<file path="config.mk">
export PLATFORM = sky130hd
export DESIGN_NAME = segment_display_serial_writer_unit
export DESIGN_NICKNAME = d
export VERILOG_FILES = /design/src/hdl/sdw_pkg.sv /design/src/hdl/sdw_cfg_regs.sv /design/src/hdl/sdw_seq.sv /design/src/hdl/segment_display_serial_writer_unit.sv
export VERILOG_INCLUDE_DIRS = /design/src /design/src/hdl
export SDC_FILE = /design/constraint.sdc
export NUM_CORES = 1
export LEC_CHECK = 0
export BUFFER_PORTS_ARGS = -buffer_cell sky130_fd_sc_hd__clkbuf_2
export CAP_MARGIN = 20
export CORE_MARGIN = 4
export CORE_UTILIZATION = 50
export DETAILED_ROUTE_END_ITERATION = 12
export PLACE_DENSITY = 0.69
export SYNTH_ARGS = -nofsm -noshare
export SYNTH_HDL_FRONTEND = slang
export SYNTH_SLANG_ARGS = --single-unit
</file>
<file path="constraint.sdc">
create_clock -name clk_i -period 3.3 [get_ports clk_i]
set_input_delay 0.165 -clock clk_i [delete_from_list [all_inputs] [get_ports clk_i]]
set_output_delay 0.165 -clock clk_i [all_outputs]
set_load 0.02 [all_outputs]
</file>
<file path="src/hdl/segment_display_serial_writer_unit_assert.svh">
// assertion macros shared by the display writer
`ifndef SEGMENT_DISPLAY_SERIAL_WRITER_UNIT_ASSERT_SVH
`define SEGMENT_DISPLAY_SERIAL_WRITER_UNIT_ASSERT_SVH

// same-cycle implication, checked on every clock edge out of reset
`define SDW_ASSERT_IMP(label, ante, cons) \
  label: assert property (@(posedge clk_i) disable iff (!rst_ni) (ante) |-> (cons)) \
    else $error("implication check failed");

// next-cycle implication
`define SDW_ASSERT_NXT(label, ante, cons) \
  label: assert property (@(posedge clk_i) disable iff (!rst_ni) (ante) |=> (cons)) \
    else $error("next-cycle check failed");

`endif

</file>
<file path="src/hdl/sdw_pkg.sv">
package sdw_pkg;

  // fixed byte and fixed high-bit prefixes of the protocol
  localparam logic [7:0] CmdFixedAddr = 8'h44;
  localparam logic [4:0] AddrBaseHi   = 5'b11000;
  localparam logic [3:0] CtrlBaseHi   = 4'b1000;

  // configuration register indexes
  localparam logic [1:0] RegBrightness = 2'd0;
  localparam logic [1:0] RegDisplayOn  = 2'd1;
  localparam logic [1:0] RegAckTimeout = 2'd2;

  localparam int unsigned CfgDataWidth = 10;

  // reset values of the configuration
  localparam logic [2:0] BrightnessRst = 3'd7;
  localparam logic       DisplayOnRst  = 1'b1;
  localparam logic [9:0] AckTimeoutRst = 10'd256;

  // tick delays
  localparam logic [2:0] DlyStart = 3'd2;
  localparam logic [2:0] DlyBit   = 3'd3;
  localparam logic [2:0] DlyAck   = 3'd2;
  localparam logic [2:0] DlyAckHi = 3'd5;
  localparam logic [2:0] DlyStop  = 3'd2;

  typedef enum logic [3:0] {
    PhIdle,
    PhStartA,
    PhStartB,
    PhBitA,
    PhBitB,
    PhAckA,
    PhAckPoll,
    PhAckEnd,
    PhStopA,
    PhStopB,
    PhStopC,
    PhStopD
  } phase_e;

  typedef struct packed {
    logic       mode;
    logic [2:0] digit_position;
    logic [7:0] segments;
    logic       dio_in;
  } in_item_t;

  typedef struct packed {
    logic clk_out;
    logic dio_out;
    logic busy_res;
    logic done_res;
    logic ack_missing;
    logic request_dropped;
  } out_item_t;

  typedef struct packed {
    logic [2:0] brightness;
    logic       display_on;
    logic [9:0] ack_timeout;
  } cfg_t;

endpackage

</file>
<file path="src/hdl/sdw_cfg_regs.sv">
module sdw_cfg_regs (
  input  logic                                clk_i,
  input  logic                                rst_ni,
  input  logic                                cfg_we_i,
  input  logic [1:0]                          cfg_index_i,
  input  logic [sdw_pkg::CfgDataWidth-1:0]    cfg_data_i,
  output sdw_pkg::cfg_t                       cfg_o
);

  sdw_pkg::cfg_t cfg_q, cfg_d;

  // register write decode, unknown indexes are dropped
  always_comb begin
    cfg_d = cfg_q;
    if (cfg_we_i) begin
      case (cfg_index_i)
        sdw_pkg::RegBrightness: cfg_d.brightness  = cfg_data_i[2:0];
        sdw_pkg::RegDisplayOn:  cfg_d.display_on  = cfg_data_i[0];
        sdw_pkg::RegAckTimeout: cfg_d.ack_timeout = cfg_data_i[9:0];
        default:                cfg_d = cfg_q;
      endcase
    end
  end

  always_ff @(posedge clk_i or negedge rst_ni) begin
    if (!rst_ni) begin
      cfg_q.brightness  <= sdw_pkg::BrightnessRst;
      cfg_q.display_on  <= sdw_pkg::DisplayOnRst;
      cfg_q.ack_timeout <= sdw_pkg::AckTimeoutRst;
    end else begin
      cfg_q <= cfg_d;
    end
  end

  assign cfg_o = cfg_q;

endmodule

</file>
<file path="src/hdl/sdw_seq.sv">
module sdw_seq (
  input  logic                clk_i,
  input  logic                rst_ni,
  input  logic                step_i,
  input  sdw_pkg::in_item_t   item_i,
  input  sdw_pkg::cfg_t       cfg_i,
  output sdw_pkg::out_item_t  res_o
);

  sdw_pkg::phase_e phase_q, phase_d;
  logic [2:0] delay_q, delay_d;
  logic [2:0] bit_idx_q, bit_idx_d;
  logic [7:0] shift_q, shift_d;
  logic [1:0] trans_q, trans_d;
  logic       byte_sel_q, byte_sel_d;
  logic [9:0] poll_q, poll_d;
  logic [7:0] addr_q, addr_d;
  logic [7:0] seg_q, seg_d;
  logic       ack_flag_q, ack_flag_d;
  logic       clk_lvl_q, clk_lvl_d;
  logic       dio_lvl_q, dio_lvl_d;
  logic       done, dropped;
  logic [9:0] poll_inc;
  logic [7:0] first_byte;

  // state register
  always_ff @(posedge clk_i or negedge rst_ni) begin
    if (!rst_ni) begin
      phase_q    <= sdw_pkg::PhIdle;
      delay_q    <= '0;
      bit_idx_q  <= '0;
      shift_q    <= '0;
      trans_q    <= '0;
      byte_sel_q <= 1'b0;
      poll_q     <= '0;
      addr_q     <= '0;
      seg_q      <= '0;
      ack_flag_q <= 1'b0;
      clk_lvl_q  <= 1'b1;
      dio_lvl_q  <= 1'b1;
    end else begin
      phase_q    <= phase_d;
      delay_q    <= delay_d;
      bit_idx_q  <= bit_idx_d;
      shift_q    <= shift_d;
      trans_q    <= trans_d;
      byte_sel_q <= byte_sel_d;
      poll_q     <= poll_d;
      addr_q     <= addr_d;
      seg_q      <= seg_d;
      ack_flag_q <= ack_flag_d;
      clk_lvl_q  <= clk_lvl_d;
      dio_lvl_q  <= dio_lvl_d;
    end
  end

  // first byte of the current transaction
  always_comb begin
    case (trans_q)
      2'd0:    first_byte = sdw_pkg::CmdFixedAddr;
      2'd1:    first_byte = addr_q;
      default: first_byte = {sdw_pkg::CtrlBaseHi, cfg_i.display_on, cfg_i.brightness};
    endcase
  end

  assign poll_inc = poll_q + 10'd1;

  // next state and result of one transfer
  always_comb begin
    phase_d    = phase_q;
    delay_d    = delay_q;
    bit_idx_d  = bit_idx_q;
    shift_d    = shift_q;
    trans_d    = trans_q;
    byte_sel_d = byte_sel_q;
    poll_d     = poll_q;
    addr_d     = addr_q;
    seg_d      = seg_q;
    ack_flag_d = ack_flag_q;
    clk_lvl_d  = clk_lvl_q;
    dio_lvl_d  = dio_lvl_q;
    done       = 1'b0;
    dropped    = 1'b0;

    if (step_i) begin
      if (item_i.mode) begin
        // write request: refused while a sequence runs
        if (phase_q != sdw_pkg::PhIdle) begin
          dropped = 1'b1;
        end else begin
          addr_d     = {sdw_pkg::AddrBaseHi, item_i.digit_position};
          seg_d      = item_i.segments;
          ack_flag_d = 1'b0;
          trans_d    = '0;
          byte_sel_d = 1'b0;
          bit_idx_d  = '0;
          delay_d    = '0;
          poll_d     = '0;
          phase_d    = sdw_pkg::PhStartA;
        end
      end else if (phase_q != sdw_pkg::PhIdle) begin
        if (delay_q != 3'd0) begin
          delay_d = delay_q - 3'd1;
        end else begin
          case (phase_q)
            sdw_pkg::PhStartA: begin
              clk_lvl_d = 1'b1;
              dio_lvl_d = 1'b1;
              delay_d   = sdw_pkg::DlyStart;
              phase_d   = sdw_pkg::PhStartB;
            end
            sdw_pkg::PhStartB: begin
              dio_lvl_d  = 1'b0;
              shift_d    = first_byte;
              byte_sel_d = 1'b0;
              bit_idx_d  = '0;
              phase_d    = sdw_pkg::PhBitA;
            end
            sdw_pkg::PhBitA: begin
              clk_lvl_d = 1'b0;
              dio_lvl_d = shift_q[0];
              delay_d   = sdw_pkg::DlyBit;
              phase_d   = sdw_pkg::PhBitB;
            end
            sdw_pkg::PhBitB: begin
              shift_d   = {1'b0, shift_q[7:1]};
              clk_lvl_d = 1'b1;
              delay_d   = sdw_pkg::DlyBit;
              if (bit_idx_q == 3'd7) begin
                phase_d = sdw_pkg::PhAckA;
              end else begin
                bit_idx_d = bit_idx_q + 3'd1;
                phase_d   = sdw_pkg::PhBitA;
              end
            end
            sdw_pkg::PhAckA: begin
              clk_lvl_d = 1'b0;
              dio_lvl_d = 1'b1;
              delay_d   = sdw_pkg::DlyAck;
              poll_d    = '0;
              phase_d   = sdw_pkg::PhAckPoll;
            end
            sdw_pkg::PhAckPoll: begin
              // low dio ends the ack, otherwise count high polls to the timeout
              if (!item_i.dio_in) begin
                clk_lvl_d = 1'b1;
                delay_d   = sdw_pkg::DlyAckHi;
                phase_d   = sdw_pkg::PhAckEnd;
              end else begin
                poll_d = poll_inc;
                if (poll_inc >= cfg_i.ack_timeout) begin
                  ack_flag_d = 1'b1;
                  clk_lvl_d  = 1'b1;
                  delay_d    = sdw_pkg::DlyAckHi;
                  phase_d    = sdw_pkg::PhAckEnd;
                end
              end
            end
            sdw_pkg::PhAckEnd: begin
              clk_lvl_d = 1'b0;
              if (trans_q == 2'd1 && !byte_sel_q) begin
                byte_sel_d = 1'b1;
                shift_d    = seg_q;
                bit_idx_d  = '0;
                phase_d    = sdw_pkg::PhBitA;
              end else begin
                phase_d = sdw_pkg::PhStopA;
              end
            end
            sdw_pkg::PhStopA: begin
              clk_lvl_d = 1'b0;
              delay_d   = sdw_pkg::DlyStop;
              phase_d   = sdw_pkg::PhStopB;
            end
            sdw_pkg::PhStopB: begin
              dio_lvl_d = 1'b0;
              delay_d   = sdw_pkg::DlyStop;
              phase_d   = sdw_pkg::PhStopC;
            end
            sdw_pkg::PhStopC: begin
              clk_lvl_d = 1'b1;
              delay_d   = sdw_pkg::DlyStop;
              phase_d   = sdw_pkg::PhStopD;
            end
            sdw_pkg::PhStopD: begin
              dio_lvl_d = 1'b1;
              if (trans_q >= 2'd2) begin
                trans_d = '0;
                phase_d = sdw_pkg::PhIdle;
                done    = 1'b1;
              end else begin
                trans_d = trans_q + 2'd1;
                phase_d = sdw_pkg::PhStartA;
              end
            end
            default: begin
              phase_d = sdw_pkg::PhIdle;
            end
          endcase
        end
      end
    end
  end

  // result reflects the levels after this transfer
  always_comb begin
    res_o.clk_out         = clk_lvl_d;
    res_o.dio_out         = dio_lvl_d;
    res_o.busy_res        = (phase_d != sdw_pkg::PhIdle);
    res_o.done_res        = done;
    res_o.ack_missing     = ack_flag_d;
    res_o.request_dropped = dropped;
  end

endmodule

</file>
<file path="src/hdl/segment_display_serial_writer_unit.sv">
// Two-wire seven-segment display writer. Each input transfer is either one
// time tick or a digit write request; every transfer yields exactly one result
// carrying the CLK and DIO levels and the status flags after it is handled.
// A request starts three bus transactions (fixed-address command, address plus
// segment byte, display control) that advance one step per tick; requests that
// arrive while a sequence runs are refused and flagged. The block takes one
// transfer per clock cycle unless the output stalls: an input register feeds
// the sequencer step, whose result lands in an output register, and a stalled
// output only holds the input side once both registers are full. Configuration
// writes take effect on the next cycle and should be made while idle.
module segment_display_serial_writer_unit (
  input  logic                              clk_i,
  input  logic                              rst_ni,
  input  logic                              in_valid_i,
  output logic                              in_stall_o,
  input  sdw_pkg::in_item_t                 in_item_i,
  output logic                              out_valid_o,
  input  logic                              out_stall_i,
  output sdw_pkg::out_item_t                out_item_o,
  input  logic                              cfg_we_i,
  input  logic [1:0]                        cfg_index_i,
  input  logic [sdw_pkg::CfgDataWidth-1:0]  cfg_data_i
);

  `include "segment_display_serial_writer_unit_assert.svh"

  logic               in_valid_q, in_valid_d;
  sdw_pkg::in_item_t  in_item_q;
  logic               out_valid_q, out_valid_d;
  sdw_pkg::out_item_t out_item_q;
  sdw_pkg::out_item_t step_res;
  sdw_pkg::cfg_t      cfg;
  logic               out_free;
  logic               step;
  logic               in_take;

  // handshake between the two register stages
  assign out_free    = !out_valid_q || !out_stall_i;
  assign step        = in_valid_q && out_free;
  assign in_take     = !in_valid_q || step;
  assign in_stall_o  = !in_take;
  assign in_valid_d  = (in_valid_i && in_take) || (in_valid_q && !step);
  assign out_valid_d = step || (out_valid_q && out_stall_i);

  always_ff @(posedge clk_i or negedge rst_ni) begin
    if (!rst_ni) begin
      in_valid_q  <= 1'b0;
      out_valid_q <= 1'b0;
    end else begin
      in_valid_q  <= in_valid_d;
      out_valid_q <= out_valid_d;
    end
  end

  // payload registers
  always_ff @(posedge clk_i) begin
    if (in_valid_i && in_take) begin
      in_item_q <= in_item_i;
    end
    if (step) begin
      out_item_q <= step_res;
    end
  end

  sdw_cfg_regs u_cfg (
    .clk_i       (clk_i),
    .rst_ni      (rst_ni),
    .cfg_we_i    (cfg_we_i),
    .cfg_index_i (cfg_index_i),
    .cfg_data_i  (cfg_data_i),
    .cfg_o       (cfg)
  );

  sdw_seq u_seq (
    .clk_i  (clk_i),
    .rst_ni (rst_ni),
    .step_i (step),
    .item_i (in_item_q),
    .cfg_i  (cfg),
    .res_o  (step_res)
  );

  assign out_valid_o = out_valid_q;
  assign out_item_o  = out_item_q;

  // checks on sequencer results and stage hand-off
  `SDW_ASSERT_IMP(a_done_not_busy, out_valid_q && out_item_q.done_res, !out_item_q.busy_res)
  `SDW_ASSERT_IMP(a_drop_when_busy, out_valid_q && out_item_q.request_dropped,
                  out_item_q.busy_res && !out_item_q.done_res)
  `SDW_ASSERT_NXT(a_in_stage_holds, in_valid_q && !out_free, in_valid_q)

endmodule
</file>
# [Word level (Yosys, flattened, before mapping)]
# Cells that the tools add are included.
[op_classes] addsub=4 n_reduce_logical=44 mux=67 magnitude_cmp=2 bitwise_logic=4 eq_ne=22
[op_table] operator="$mux 10" n=5
[op_table] operator="$pmux 4 s11" n=1
[op_table] operator="$mux 3" n=12
[op_table] operator="$mux 4" n=8
[op_table] operator="$mux 1" n=26
[op_table] operator="$pmux 8 s3" n=1
[op_table] operator="$pmux 10 s2" n=1
[op_table] operator="$pmux 3 s3" n=2
[op_table] operator="$reduce_and 6->1" n=3
[op_table] operator="$eq 4x3->1 const B" n=4
[op_table] operator="$eq 4x4->1 const B" n=4
[op_table] operator="$pmux 8 s2" n=1
[op_table] operator="$mux 2" n=6
[op_table] operator="$reduce_bool 3->1" n=4
[op_table] operator="$reduce_bool 4->1" n=3
[op_table] operator="$add 10x1->10 const B" n=1
[op_table] operator="$ge 10x10->1" n=1
[op_table] operator="$reduce_and 5->1" n=2
[op_table] operator="$eq 4x2->1 const B" n=2
[op_table] operator="$mux 8" n=1
[op_table] operator="$reduce_or 4->1" n=2
[op_table] operator="$reduce_and 7->1" n=1
[op_table] operator="$logic_not 1->1" n=6
[op_table] operator="$ne 3x3->1 const B" n=2
[op_table] operator="other kinds (25)" n=44
[totals] output_inout_bits=8 regBits=81

# [Depth between registers and ports, before layout]
# Gate-level depths: netlist of the first run.
[depth] word_depth=10 mapped_depth=11

# [Hierarchy]
# From an unflattened synthesis of the first run, not the netlist that was laid out.
[unflattened] cells_unflattened=420 area_unflattened_um2=4448.0
[by_module_without_submodules] mod="sdw_seq" cells_each=361 instances=1 seq_area_each_um2=1153.6 area_each_um2=3194.3
[by_module_without_submodules] mod="segment_display_serial_writer_unit" cells_each=27 instances=1 seq_area_each_um2=620.6 area_each_um2=663.1
[by_module_without_submodules] mod="sdw_cfg_regs" cells_each=32 instances=1 seq_area_each_um2=356.6 area_each_um2=590.6

# [Worst setup path before layout of the first run]
# No wires, ideal clock.
[synth_timing] kind="reg2reg" startpoint="register u_seq.poll_q[2]" endpoint="register out_item_q (netlist bit out_item_o[5]) (data pin)" stages_incl_launch_ff=12 t_required_ns=3.071 t_arrival_ns=2.410 slack_ns=0.661 cell_sequence="dfrtp_1 > and3_1 > and3_1 > clkbuf_1 > nand3_1 > xnor2_1 > ha_1 > nand4_1 > nor3_1 > a211oi_1 > and2_1 > o311ai_0"
[synth_lines] item="from (decl)" line="sdw_seq.sv:16" source="logic [9:0] poll_q, poll_d;"
[synth_lines] item="from (signal assigned)" line="sdw_seq.sv:48" source="poll_q <= poll_d;"
[synth_lines] item="to (signal assigned)" line="segment_display_serial_writer_unit.sv:61" source="out_item_q <= step_res;"
[synth_lines] item="to (decl)" line="segment_display_serial_writer_unit.sv:30" source="sdw_pkg::out_item_t out_item_q;"

==> results by group, run 1 <==
Critical path
  – Capturing point of the worst reg2reg path: out_item_o[5]$_DFFE_PP_
  – Required @ worst endpoint: approximately 3400 ps
  – Launching instance or port of the critical path: u_seq.poll_q[2]$_DFFE_PN0P_
  – Worst setup path class: flop to flop
  – Critical Path Sink Type: flop
  – Setup slack on the worst flop-to-flop path: 370 ps
  – Biggest fanout along the worst timing path: 6
  – Count of cells along the worst register-to-register path: 10
  – Worst Path Arrival: between 3000 and 4000 ps
  – Nature of the critical path startpoint: flop
  – Worst reg2reg startpoint: u_seq.poll_q[2]$_DFFE_PN0P_

Run
  – Max-Cap Viols: 0

Route
  – Uppermost routed layer: met4
  – Amount of wire on met3 after detailed routing: 383 um
  – Via count: 3225
  – Number of iterations in the first detailed-routing pass: 4
  – DR WL met2: ~4400 um
  – DR iter-0 viols: roughly 180
  – Routed wire length: around 9300 um
  – Avg Vias per Cell: about 5.8
  – M1 wire length: ~4400 um
  – Count of nets left with antenna violations after detail routing: 0
  – Number of DRC violations after detailed routing: 0
  – Mean routed wirelength per cell: approximately 17 um

STA
  – Transition time at the pin with the least slew margin: approximately 1000 ps
  – Count of final setup violators: 0
  – Clock tree skew after final layout: 11.33 ps
  – Final hold violation count: 0
  – Min cycle time layout: between 2000 and 3000 ps
  – Smallest hold slack: between 20 and 30 ps
  – Max Freq: approximately 340 MHz
  – Max-slew violations: 0
  – Setup WS post-layout: ~370 ps
  – Post-route setup TNS: 0 ps
  – Worst slew margin relative to its limit: between 30% and 40%
  – Part of the cycle the worst path needs: about nine tenths
  – RSZ-0062 raised after global routing: no

Layout
  – Fill cells: slightly above 700
  – Final antenna diode count: 0
  – Final cell count without fillers: 555
  – P&R area growth vs syn: 13.78%
  – Final cell utilization of the core: between 50% and 60%
  – Post-route cell area: ~5000 um^2
  – Nets: between 400 and 500
  – Fraction of final layout cells sized beyond drive strength 1: 23.78%

Logic synthesis
  – Net count after synthesis: 443
  – Synth cell count leaders: 55 x sky130_fd_sc_hd__dfrtp_1, 28 x sky130_fd_sc_hd__mux2_2, 23 x sky130_fd_sc_hd__inv_1
  – Netlist area before placement: roughly 4300 um^2
  – Post-synth top area share: 31.70%
  – Most frequent cell after synthesis: sky130_fd_sc_hd__dfrtp_1
  – Warnings, synthesis: 0
  – Async set-reset flop share out of synthesis: 76.54%
  – Post-synthesis instance total: around 400
  – Synthesized area per cell: 10.99 um^2
  – Main area contributors after synthesis: sky130_fd_sc_hd__dfrtp_1 32%, sky130_fd_sc_hd__edfxtp_1 13%, sky130_fd_sc_hd__mux2_2 7.3%, sky130_fd_sc_hd__ha_1 5.2%, sky130_fd_sc_hd__dfstp_2 4.2%
  – Post-synth top flop: sky130_fd_sc_hd__dfrtp_1
  – Sequential fraction of the synthesis area: between 40 and 50%
  – Top cell type by total area after synthesis: sky130_fd_sc_hd__dfrtp_1
  – EDFF count, synth: 19
  – Count of distinct cell types in the synthesized netlist: 64
  – Post-synthesis sequential element count: ~80

Placed design
  – Count of buffers inserted at the top-level ports: 37
  – Setup Slack @ Placement: about 370 ps
  – Last weighted congestion value of the routability-driven placer: between 0.8 and 0.9
  – Cell total after placement: about 530
  – Post-detail-place hpwl: approximately 6700 um
  – Post-detailed-placement cell area: approximately 4600 um^2

Global routing
  – Global routing usage summed across all routing layers: 19.66%
  – Number of antenna violations at the first check in global routing: 0
  – Via count of the first global-routing pass: approximately 3300
  – Wire length of the first global-routing pass: about 16000 um
  – Largest net degree at the start of global routing: 39
  – Global-route congestion overflow total: 0

Clock tree
  – # hold bufs at CTS: 14
  – Clock latency of the later-clocked register in the worst-skew pair: approximately 350 ps
  – Root buffer cell: sky130_fd_sc_hd__clkbuf_8
  – Post CTS Setup Buffer Count: 0
  – Number of buffers created by CTS: 9
  – Post-CTS sizing: 0
  – Clock edge transition at the registers on the reported setup and hold paths: 90 ps
  – Number of buffers on the longest clock path: 2
  – Number of H-tree branching levels: 3
  – TritonCTS clock tree: yes
  – Number of sinks handled by clock tree synthesis: 81

Floorplan
  – Io pins: 38
  – Number of cell rows: 33
  – Die area: just over 10000 um^2
  – Floorplan core area: approximately 8300 um^2
  – Starting Density: a little over half
  – Die height: between 100 and 150 um
  – X dimension of the die: ~100 um

Run status
  – Result of the run: finished clean

Worst hold path
  – Startpoint of the lowest-slack hold path: in_valid_i
  – Hold Path Depth: 2
  – Endpoint, Worst Hold: in_valid_q$_DFF_PN0_
  – Path class of the lowest-slack min-delay path: input port to flop

Pwr
  – PD cells: around 640 nW/um^2
  – IR drop worst, VDD: between 300 and 400 uV
  – Total leakage power: roughly 2.2 nW
  – Overall Power: roughly 3.2 mW
==> metal layers <==
layer	vias up	global-route usage, %
met1	1557	27.22
met3	15	3.168
li1	1567	-
met2	86	31.49
met5	-	0
met4	0	6.953
==> placed cells by master, fill, tap and decap left out, types with 3 or more instances in the layout <==
cell                            count
sky130_fd_sc_hd__dfrtp_1           55
sky130_fd_sc_hd__clkbuf_2          37
sky130_fd_sc_hd__nand3b_1           5
sky130_fd_sc_hd__dlygate4sd3_1     14
sky130_fd_sc_hd__edfxtp_1          19
sky130_fd_sc_hd__nor2b_1            4
sky130_fd_sc_hd__a21o_1             5
sky130_fd_sc_hd__nand3_1           12
sky130_fd_sc_hd__dfstp_2            7
sky130_fd_sc_hd__a21oi_1           15
sky130_fd_sc_hd__o21a_1             3
sky130_fd_sc_hd__a221o_1            3
sky130_fd_sc_hd__mux2_2            28
sky130_fd_sc_hd__o211ai_1           3
sky130_fd_sc_hd__ha_1              18
sky130_fd_sc_hd__inv_1             23
sky130_fd_sc_hd__and2_1             5
sky130_fd_sc_hd__o311ai_0           3
sky130_fd_sc_hd__o41ai_1            4
sky130_fd_sc_hd__and3_1             7
sky130_fd_sc_hd__a22oi_1            6
sky130_fd_sc_hd__xnor2_1            7
sky130_fd_sc_hd__nor2_1            12
sky130_fd_sc_hd__a211oi_1           6
sky130_fd_sc_hd__nor3_1             5
sky130_fd_sc_hd__o22ai_1            5
sky130_fd_sc_hd__nor3b_1            6
sky130_fd_sc_hd__buf_4              8
sky130_fd_sc_hd__o21ai_0           21
sky130_fd_sc_hd__nor4_1             5
sky130_fd_sc_hd__nand2b_1           9
sky130_fd_sc_hd__o21ai_1            4
sky130_fd_sc_hd__nand2_1           22
sky130_fd_sc_hd__clkbuf_8           9
sky130_fd_sc_hd__a22o_1            10
==> cell families (layout without fill, tap and decap cells) <==
family | count (synthesis) | count (layout) | share of synthesized area [%]
and+or+nand+nor | 109 | 109 | 15.13
AOI/OAI and AO/OA | 105 | 105 | 16.77
DFF | 81 | 81 | 49.08
buffers and inverters | 44 | 99 | 4.524
muxes | 29 | 29 | 7.493
adders and majority gates | 18 | 18 | 5.187
xor gates and xnor gates | 9 | 9 | 1.816
==> layout make-up <==
type                       instances  area, um^2  area share [%]
tap                              105       131.4           2.660
multi-input combinational        270        2014           40.78
inverter                          24       90.09           1.824
sequential                        81        2131           43.14
clock inverter                     5       35.03          0.7092
timing repair buffer              59       385.4           7.801
clock buffer                      11       152.6           3.090
==> worst max-delay path: stages (launching register included) <==
cell and delay (ps):
sky130_fd_sc_hd__dfrtp_1 430, sky130_fd_sc_hd__and3_1 210, sky130_fd_sc_hd__and3_1 280, sky130_fd_sc_hd__nand3_1 140, sky130_fd_sc_hd__xnor2_1 170, sky130_fd_sc_hd__ha_1 300
sky130_fd_sc_hd__nand4_1 140, sky130_fd_sc_hd__nor3_1 270, sky130_fd_sc_hd__a211oi_1 120, sky130_fd_sc_hd__and2_1 190, sky130_fd_sc_hd__o311ai_0 440
==> state kept, by name, summed over array words and instances, names as in the netlist, 2 cells and up <==
register,flops
u_cfg.cfg_o,14
in_item_q,13
u_seq.poll_q,10
u_seq.seg_q,8
u_seq.shift_q,8
out_item_o,6
u_seq.addr_q,4
u_seq.phase_q,4
u_seq.bit_idx_q,3
u_seq.delay_q,3
u_seq.trans_q,2
==> worst max-delay path by stage <==
stage | end | cells after the start
final | out_item_o[5]$_DFFE_PP_ | 10
after global routing | out_item_o[5]$_DFFE_PP_ | 10
after CTS | out_item_o[5]$_DFFE_PP_ | 10
after detailed placement | out_item_o[1]$_DFFE_PP_ | 10
after global placement | out_item_o[5]$_DFFE_PP_ | 10
after floorplan | out_item_o[5]$_DFFE_PP_ | 11
==> report_power, final <==
group | leakage, nW | total, mW | internal [mW] | switching, mW
logic | 1.18 | 1.09 | 0.448 | 0.642
registers | 0.957 | 1.37 | 1.24 | 0.127
clock network | 0.100 | 0.704 | 0.325 | 0.378
No activity file was read; power rests on OpenSTA's default activity.
==> inputs of run 2 (changes only) <==
--- a/config.mk
+++ b/config.mk
@@ -12,6 +12,7 @@
 export CORE_UTILIZATION = 50
 export DETAILED_ROUTE_END_ITERATION = 12
 export PLACE_DENSITY = 0.69
+export REMOVE_ABC_BUFFERS = 1
 export SYNTH_ARGS = -nofsm -noshare
 export SYNTH_HDL_FRONTEND = slang
 export SYNTH_SLANG_ARGS = --single-unit
==> run 2 against run 1 <==
Hold slack worse by 11 ps. Die area is the same. Count of clock-buffer cells in the layout shrank 2. Largest power group unchanged.
==> results by group, run 2 (synthesis results as in run 1) <==
Global routing
  – Global-route congestion overflow total: 0
  – Number of antenna violations at the first check in global routing: 0
  – Global routing usage summed across all routing layers: between 15 and 20%
  – Met2 GRT Util: between 20% and 30%
  – Largest net degree at the start of global routing: 36
  – Via count of the first global-routing pass: approximately 3200
  – Global routing met3 resource utilization: under 10%
  – Most Crowded Layer GR: met2
  – Routing usage on met1: 27.52%
  – Wire length of the first global-routing pass: around 16000 um

Clock tree
  – Post CTS Setup Buffer Count: 0
  – Root buffer cell: sky130_fd_sc_hd__clkbuf_8
  – Number of H-tree branching levels: 3
  – Number of sinks handled by clock tree synthesis: slightly above 80
  – Number of buffers on the longest clock path: 2
  – Clock latency of the later-clocked register in the worst-skew pair: ~350 ps
  – TritonCTS clock tree: yes
  – Clock edge transition at the registers on the reported setup and hold paths: 90 ps
  – Number of buffers created by CTS: 9
  – Post-CTS sizing: 0

Layout
  – Post-route cell area: 4952 um^2
  – P&R area growth vs syn: 14.06%
  – Final antenna diode count: 0
  – Most frequent cells in the layout: 55 x sky130_fd_sc_hd__dfrtp_1, 37 x sky130_fd_sc_hd__clkbuf_2, 28 x sky130_fd_sc_hd__mux2_2
  – Fraction of final layout cells sized beyond drive strength 1: between 20% and 30%
  – Nets: between 400 and 500
  – Most common cell after layout, fill and taps aside: sky130_fd_sc_hd__dfrtp_1
  – Fill cells: between 700 and 800
  – Largest register FFs: 14

Critical path
  – Nature of the critical path startpoint: flop
  – Worst setup path class: flop to flop
  – Critical Path Sink Type: flop
  – Biggest fanout along the worst timing path: 6
  – Worst Path Arrival: a little under 3000 ps
  – WP buf/inv: 0
  – Cell mode on critical path: sky130_fd_sc_hd__and3_1
  – Crit-path leading delay family: simple AND/OR/NAND/NOR gates
  – Critical path cell sequence: and3_1 > and3_1 > nand3_1 > xnor2_1 > ha_1 > nand4_1 > nor3_1 > a211oi_1 > and2_1 > o311ai_0
  – Critical Path Max Stage Delay: roughly 450 ps
  – Required @ worst endpoint: 3410 ps
  – Critical Path Slowest Stage Cell: sky130_fd_sc_hd__dfrtp_1

STA
  – Post-route setup TNS: 0 ps
  – Worst slew margin relative to its limit: between 40% and 50%
  – Transition time at the pin with the least slew margin: 874.3 ps
  – Count of final setup violators: 0
  – Min cycle time layout: between 2000 and 3000 ps
  – RSZ-0062 raised after global routing: no
  – Max Freq: between 300 and 400 MHz
  – Clock tree skew after final layout: ~9.9 ps
  – Part of the cycle the worst path needs: 86.89%
  – Final hold violation count: 0
  – Max-slew violations: 0

Pwr
  – IR drop worst, VDD: 443.8 uV
  – PD cells: ~650 nW/um^2
  – Total leakage power: between 2 and 2.5 nW

Worst hold path
  – Path class of the lowest-slack min-delay path: input port to flop

Route
  – Number of DRC violations after detailed routing: 0
  – Via count: around 3300
  – Avg Vias per Cell: just under 6
  – Number of iterations in the first detailed-routing pass: 4
  – Mean routed wirelength per cell: 16.57 um
  – DR iter-0 viols: about 210
  – Count of nets left with antenna violations after detail routing: 0
  – Routed wire length: slightly above 9000 um

Floorplan
  – Floorplan core area: 8341 um^2
  – Die height: between 100 and 150 um
  – Io pins: 38
  – Starting Density: between 50% and 60%
  – Number of cell rows: 33
  – Die area: between 10000 and 15000 um^2
  – X dimension of the die: slightly above 100 um

Placed design
  – Post-detail-place hpwl: approximately 6500 um
  – Last weighted congestion value of the routability-driven placer: around 0.9
  – Count of buffers inserted at the top-level ports: 37
  – Post-detailed-placement cell area: ~4600 um^2

Run
  – Max-Cap Viols: 0

Run status
  – Result of the run: finished clean
## run 2: cell types whose count changed in the layout (fill, tap and decap cells not counted), sizes merged
cell,previous run,this run
inv,28,26
clkinvlp,0,2
bufinv,0,1
clkbuf,48,46
clkinv,1,2
## run 2: final timing paths
| kind | end | from | cells past startpoint | slack, ps |
|---|---|---|---|---|
| worst max-delay path | out_item_o[5]$_DFFE_PP_ | u_seq.poll_q[2]$_DFFE_PN0P_ | 10 | 430 |
| worst min-delay path | in_item_q[0]$_DFFE_PP_ | in_item_i[0] | 1 | 20 |
| worst max register to register | out_item_o[5]$_DFFE_PP_ | u_seq.poll_q[2]$_DFFE_PN0P_ | 10 | 430 |
| worst min register to register | u_seq.shift_q[1]$_DFFE_PN0P_ | u_seq.shift_q[1]$_DFFE_PN0P_ | 1 | 480 |
| max in group asynchronous | u_cfg.cfg_o[13]$_DFFE_PN1P_ | rst_ni | 3 | 2010 |
| min in group asynchronous | u_seq.seg_q[5]$_DFFE_PN0P_ | rst_ni | 2 | 460 |
## run 2: final cells by class
cell class                 count  area, um^2  area share [%]
tap                          105       131.4           2.653
multi-input combinational    270        2014           40.68
timing repair buffer          59       385.4           7.782
sequential                    81        2131           43.03
clock buffer                   9       123.9           2.501
inverter                      24       90.09           1.819
clock inverter                 7       76.32           1.541
## run 2: repair_timing
item	CTS	global route
hold buffers	14	0
endpoints found under the setup margin	0	0
hold endpoints to repair	42	0
## run 2: power by group
group | internal, mW | switching [mW]
registers | 1.24 | 0.124
clock network | 0.355 | 0.392
logic | 0.448 | 0.638
## run 2: layer usage
metal | vias up | routed length, um
li1 | 1566 | -
met1 | 1600 | 4257
met2 | 86 | 4300
met3 | 8 | 539
met4 | 0 | 99
met5 | - | 0
## run 2: metrics by stage
| stage | setup WS, ps | util (%) | std cells | hold slack, ps | power, mW |
|---|---|---|---|---|---|
| 2_1_floorplan | 750.1 | - | 375 | -130.6 | 2.135 |
| 3_3_place_gp | 592.4 | 55.30 | 525 | 321.4 | 2.422 |
| 3_5_place_dp | 447.8 | 55.30 | 525 | 320.9 | 2.450 |
| 4_1_cts | 420.9 | 59.38 | 555 | 3.320 | 3.222 |
| 5_1_grt | 136.6 | 59.38 | 555 | 1.046 | 3.425 |
| 6_report | 432.5 | 59.38 | 555 | 17.30 | 3.202 |
